$ cat src/hdl/npi_pkg.sv
// Shared types, constants and saturation helpers for the Neville interpolator.
// Used by npi_ctrl, npi_datapath and neville_polynomial_interpolator.
package npi_pkg;

  localparam int MAX_POINTS_DEF = 8;
  localparam int FRAC_BITS_DEF  = 16;
  localparam int PU_W           = 4;
  localparam logic [PU_W-1:0] PU_RESET = 4'd8;

  localparam logic CMD_LOAD = 1'b0;
  localparam logic CMD_EVAL = 1'b1;

  localparam logic STATUS_OK       = 1'b0;
  localparam logic STATUS_ZERO_DEN = 1'b1;

  typedef struct packed {
    logic              command;
    logic [2:0]        point_index;
    logic signed [31:0] point_x;
    logic signed [31:0] point_y;
    logic signed [31:0] query_x;
  } req_t;

  typedef struct packed {
    logic signed [31:0] interp_value;
    logic signed [31:0] error_estimate;
    logic               status;
  } rsp_t;

  typedef struct packed {
    logic load;
    logic start;
    logic search;
    logic prep;
    logic div_setup;
    logic div_step;
    logic div_fin;
    logic mul_d;
    logic mul_c;
    logic wr_c;
    logic path;
    logic fail;
    logic publish;
  } ctl_cmd_t;

  typedef struct packed {
    logic search_last;
    logic den_zero;
    logic div_last;
    logic row_last;
    logic eval_last;
  } ctl_sts_t;

  function automatic logic [32:0] abs33(input logic signed [32:0] v);
    return v[32] ? 33'(-v) : 33'(v);
  endfunction

  // Saturate a sign and magnitude pair to a signed 32-bit word.
  function automatic logic signed [31:0] sat_signmag(input logic [64:0] mag, input logic neg);
    logic signed [31:0] r;
    if (!neg) begin
      r = (mag > 65'h7FFF_FFFF) ? 32'sh7FFF_FFFF : mag[31:0];
    end else begin
      r = (mag > 65'h8000_0000) ? 32'sh8000_0000 : 32'(-mag[31:0]);
    end
    return r;
  endfunction

  function automatic logic signed [31:0] sat33(input logic signed [32:0] v);
    logic signed [31:0] r;
    if (v[32] != v[31]) begin
      r = v[32] ? 32'sh8000_0000 : 32'sh7FFF_FFFF;
    end else begin
      r = v[31:0];
    end
    return r;
  endfunction

endpackage

$ cat src/hdl/npi_ctrl.sv
// Sequencing state machine for the Neville interpolator.
// Depends on npi_pkg; drives npi_datapath by command and status structs.
module npi_ctrl import npi_pkg::*; (
  input  logic     clk,
  input  logic     rst,
  input  logic     req_valid,
  input  logic     req_command,
  output logic     req_stall,
  output logic     rsp_valid,
  input  logic     rsp_stall,
  input  ctl_sts_t sts,
  output ctl_cmd_t cmd
);

  typedef enum logic [3:0] {
    IDLE, SEARCH, PREP, DSETUP, DSTEP, DFIN, MULD, MULC, WRC, PATH, DONE
  } state_t;

  state_t state, state_next;
  logic   accept;
  logic   out_free;

  assign req_stall = (state != IDLE);
  assign accept    = req_valid && (state == IDLE);
  assign out_free  = !rsp_valid || !rsp_stall;

  always_comb begin
    cmd        = '0;
    state_next = state;
    case (state)
      IDLE: begin
        if (accept) begin
          if (req_command == CMD_EVAL) begin
            cmd.start  = 1'b1;
            state_next = SEARCH;
          end else begin
            cmd.load = 1'b1;
          end
        end
      end
      SEARCH: begin
        cmd.search = 1'b1;
        if (sts.search_last) state_next = PREP;
      end
      PREP: begin
        cmd.prep   = 1'b1;
        state_next = DSETUP;
      end
      DSETUP: begin
        if (sts.den_zero) begin
          cmd.fail   = 1'b1;
          state_next = DONE;
        end else begin
          cmd.div_setup = 1'b1;
          state_next    = DSTEP;
        end
      end
      DSTEP: begin
        cmd.div_step = 1'b1;
        if (sts.div_last) state_next = DFIN;
      end
      DFIN: begin
        cmd.div_fin = 1'b1;
        state_next  = MULD;
      end
      MULD: begin
        cmd.mul_d  = 1'b1;
        state_next = MULC;
      end
      MULC: begin
        cmd.mul_c  = 1'b1;
        state_next = WRC;
      end
      WRC: begin
        cmd.wr_c   = 1'b1;
        state_next = sts.row_last ? PATH : DSETUP;
      end
      PATH: begin
        cmd.path   = 1'b1;
        state_next = sts.eval_last ? DONE : DSETUP;
      end
      DONE: begin
        if (out_free) begin
          cmd.publish = 1'b1;
          state_next  = IDLE;
        end
      end
      default: state_next = IDLE;
    endcase
  end

  always_ff @(posedge clk) begin
    if (rst) begin
      state     <= IDLE;
      rsp_valid <= 1'b0;
    end else begin
      state <= state_next;
      if (cmd.publish) begin
        rsp_valid <= 1'b1;
      end else if (!rsp_stall) begin
        rsp_valid <= 1'b0;
      end
    end
  end

endmodule

$ cat config.mk
export PLATFORM = sky130hd
export DESIGN_NAME = npi_ctrl
export DESIGN_NICKNAME = d
export VERILOG_FILES = /design/src/hdl/npi_pkg.sv /design/src/hdl/npi_ctrl.sv
export SDC_FILE = /design/constraint.sdc
export NUM_CORES = 1
export LEC_CHECK = 0
export BUFFER_PORTS_ARGS = -buffer_cell sky130_fd_sc_hd__clkbuf_2
export CORE_AREA = 2 2 39 41
export DETAILED_ROUTE_END_ITERATION = 8
export DIE_AREA = 0 0 41 43
export PLACE_DENSITY = 0.66
export SLEW_MARGIN = 15
export SYNTH_ARGS = -nofsm -noshare
export SYNTH_HDL_FRONTEND = slang
export SYNTH_SLANG_ARGS = --single-unit
export TNS_END_PERCENT = 10
$ cat constraint.sdc
create_clock -name clk -period 1.45 [get_ports clk]
set_input_delay 0.145 -clock clk [delete_from_list [all_inputs] [get_ports clk]]
set_output_delay 0.145 -clock clk [all_outputs]
set_load 0.01 [all_outputs]
-- After elaboration in Yosys (flattened, before gate mapping)
Cells that the tools add are included.
Widths: inputs -> output; s select.
- register bits after elaboration: 5
- latch bits: 0
- bits in writable memories: 0
- ROM bits: 0
- bits of input ports: 10
- output and inout bits: 15
- logic and storage cells: 54
- memories kept: 0
- $add $sub $neg: 0
- multipliers: 0
- div/mod/pow operators: 0
- $lt $le $gt $ge: 0
- equal/unequal tests: 16
- shift-type cells: 0
- multiplexer cells: 29
- bitwise gates (word level): 0
- reduce and logical (&&, ||, !) cells: 7
- operators with widths (cell ; number):
    $pmux 4 s11 ; 1
    $mux 4 ; 8
    $mux 1 ; 18
    $eq 4x3->1 const B ; 4
    $eq 4x4->1 const B ; 3
    $ne 2x2->1 const B ; 5
    $eq 4x2->1 const B ; 2
    $reduce_and 5->1 ; 1
    $eq 4x1->1 const B ; 1
    $logic_not 4->1 ; 1
    $mux 2 ; 2
    $reduce_bool 4->1 ; 1
    $logic_not 1->1 ; 2
    $ne 2x1->1 const B ; 1
    $logic_and 1x1->1 ; 1
    $logic_or 1x1->1 ; 1

-- Logic depth before layout (Yosys ltp)
- word-level depth: 5
- mapped depth: 5
- gate-level depth less buffers: 4

-- Least setup slack after synthesis
OpenSTA, ideal clock, no wires.
- path type: reg2reg
- start point: register state[1]
- end point: register state[1]
- library setup time: 0.125 ns
- arrival time: 1.215 ns
- data required time: 1.325 ns
- slack: 0.110 ns
- cell stages (with the launch flop): 6
- buffers on the path: 1
- clock period less this slack: 1.340 ns
- path through: dfxtp_1 > buf_6 > or2_1 > a2111oi_0 > a221o_2 > a211oi_2
- cells in the longest elaborated chain, start to end: 4
- elaborated cells between the ends (all ways): 19
- those cells by class: eq/ne: 15; mux: 1; reduce/logical: 3
- RTL lines (item ; RTL line ; text):
    from (decl) ; npi_ctrl.sv:19 ; state_t state, state_next;
    from (signal assigned) ; npi_ctrl.sv:97 ; state <= state_next;
    $logic_not 4->1 ; npi_ctrl.sv:24, npi_ctrl.sv:30 ;
    $logic_and 1x1->1 ; npi_ctrl.sv:24 ; assign accept = req_valid && (state == IDLE);
    $ne 2x2->1 (no source line) ; -- ;
    $reduce_and 5->1 (no source line) ; -- ;
Parallel ways exist; a longest one is shown, timed or not.
A chain may end at the register's enable or synchronous reset.

==> run metrics <==
Unique masters post-synth 35; share of cells above drive strength 1 0.543; Setup Fix Bufs, Post-CTS 0; total CTS buffers 3; Row Count 14; global-route wire length before repair roughly 1800 microns; Hold Buf Count CTS 0; Most Used Layer, Global Route met2; FF-to-FF setup slack 0.09 ns; gpl congestion roughly 0.76; dpl hpwl slightly above 900 microns; crit path DAT about 1.2 ns; vias between 500 and 600; worst hold endpoint state[1]$_SDFFE_PP0P_; Reg2Reg Launch Point state[1]$_SDFFE_PP0P_; slew of the pin with the lowest slew margin ~0.34 ns; met1 Resource Use GR 0.175; Syn Area/Cell roughly 7.5 sq um; Max rail drop VDD 498 uV; design area approximately 720 sq um; FILL cells 140; LEAKAGE 0.332 nW; Clk Tree Root Cell clkbuf_4; power per cell area around 1200 nW/um^2; sequential fraction of the synthesis area 0.213; post-synth top area share 0.213; Clock transition at path regs approximately 0.050 ns; via/cell ratio about 5.2; Worst Setup Path Type reg2out; Worst-Skew Late Latency around 0.25 ns; HP Class in2reg; minimum clock period roughly 1.4 ns; Max Cap Viol 0; Post-synth EDFFs 0; status finished, final reports clean; Initial Util 0.340; TritonCTS clock tree built; period utilization 0.945; worst slack, placed 0.0400 ns; pin count of the biggest net entering global routing 15; register bit total from synthesis 5; synthesized area 470 sq um; CTS HTree Levels 1; most frequent cell after synthesis nor3_1; Post-synth top flop dfxtp_1; asr flop ratio synth 0; RR Endpoint state[1]$_SDFFE_PP0P_; antenna-violating nets left 0; core area around 1400 sq um; final wirelength 1170 microns; Worst Hold Slack approximately 0.15 ns; hold path start rst; syn nets 73; crit path max fanout 14; Pre-antenna DRT Iters 4; leading post-synthesis cells by cell area dfxtp_1, nor3_1, nor2_1; Worst Setup SP state[2]$_SDFFE_PP0P_; Critical Path Source Type register; Slew Limit Headroom 0.765; Layout Cells excl Fill ~110; Cells after Synth between 60 and 70; Final WS setup 0.0803 ns; grt met3 use 0.0471; final setup fails 0; DR iter-0 viols 9; Worst Hold Depth 2; Syn. warnings 0; RSZ-0062 raised after global routing yes; ANT cells 0; chip width around 40 microns; worst clock skew roughly 0.0086 ns; CTS sink count 5; nets@finish 103; antenna violations before repair 0; vias in the first global route about 480; dpl cells 105; wire per inst approximately 11 microns; Final Hold Fails 0; # port buffers 24; Area Overhead vs Synth 53.5%; cell taking the most area after synthesis dfxtp_1; DIE HEIGHT 43 microns; die area 1760 sq um; max-slew violations 0; Synth top cells by count nor3_1, nor2_1, nand2_1; Ports 25; grt ovf 0; CTS max path bufs 2; Global Route met2 Usage 0.234; Placed Instance Area 641 sq um; Fmax 730 MHz; gr usage total 0.148; Crit. End Element output pin; R2R depth 4; DR DRC count 0; Worst Path Required roughly 1.3 ns
## worst max path at each step
| stage | to | slack (ns) | depth (start not counted) |
|---|---|---|---|
| after global placement | state[0]$_SDFFE_PP0P_ | 0.1 | 4 |
| after global routing | cmd[12] | -0.01 | 4 |
| final | cmd[0] | 0.08 | 4 |
| after detailed placement | state[1]$_SDFFE_PP0P_ | 0.04 | 4 |
| after floorplan | state[1]$_SDFFE_PP0P_ | 0.11 | 5 |
| after CTS | cmd[12] | 0.003 | 5 |
## per-stage QoR
stage	util	setup TNS [ns]	power, mW
6_report	0.522	0	0.900
5_1_grt	0.522	-0.0208	0.973
3_3_place_gp	0.463	0	0.658
3_5_place_dp	0.463	0	0.665
2_1_floorplan	-	0	0.535
4_1_cts	0.504	0	0.870
## logic make-up after synthesis
kind of cell              share of synthesized area
xor gates and xnor gates                     0.0186
buffers and inverters                        0.0665
DFF                                           0.213
and+or+nand+nor                               0.465
AOI/OAI and AO/OA                             0.215
muxes                                        0.0213
## critical path: stages, from the launching register on
cell and delay (ns):
dfxtp_4 0.35, buf_12 0.14, nand4bb_4 0.21, a21oi_2 0.12, clkbuf_2 0.14
## report_power, final
part	total (mW)	internal [mW]	leakage, nW	switching, mW
combinational	0.490	0.249	0.273	0.241
sequential	0.242	0.175	0.0433	0.0669
clock	0.168	0.104	0.0150	0.0637
## cell type report
class / count / area, sq um / share of cell area
Clock buffer: 4 / 26.3 / 0.0364
Tap cell: 16 / 20.0 / 0.0277
Sequential cell: 5 / 113 / 0.156
Multi-Input combinational cell: 53 / 389 / 0.539
Inverter: 1 / 3.75 / 0.00520
Timing Repair Buffer: 29 / 170 / 0.236
## registers in the layout (all words and copies together) (netlist names)
signal     flops
state          4
rsp_valid      1
## routing by layer
layer	routed length (microns)	share of wire
met5	0	0
met4	8	0.0068
met3	64	0.055
met2	629	0.54
met1	471	0.40
## layout by cell type (no fill, tap or decap), drive strengths merged
cell type	count
o21ai	1
a211oi	1
nor2	7
buf	7
xnor2	1
a21o	1
nor2b	2
and2	1
nand4bb	1
dfxtp	5
nand2b	3
nor3	8
clkbuf	26
a221o	1
o2bb2ai	1
or3b	1
o31ai	2
a31oi	1
a21oi	3
inv	1
o22ai	1
or2b	1
nand2	6
nor3b	2
or2	3
and3	2
mux2i	1
a2111oi	1
and4	1
## timing repair
item | CTS | global route
endpoints found under the setup margin | 7 | 8
pin swaps | 0 | 0
resized for setup | 10 | 9
No activity file was read; power rests on OpenSTA's default activity.
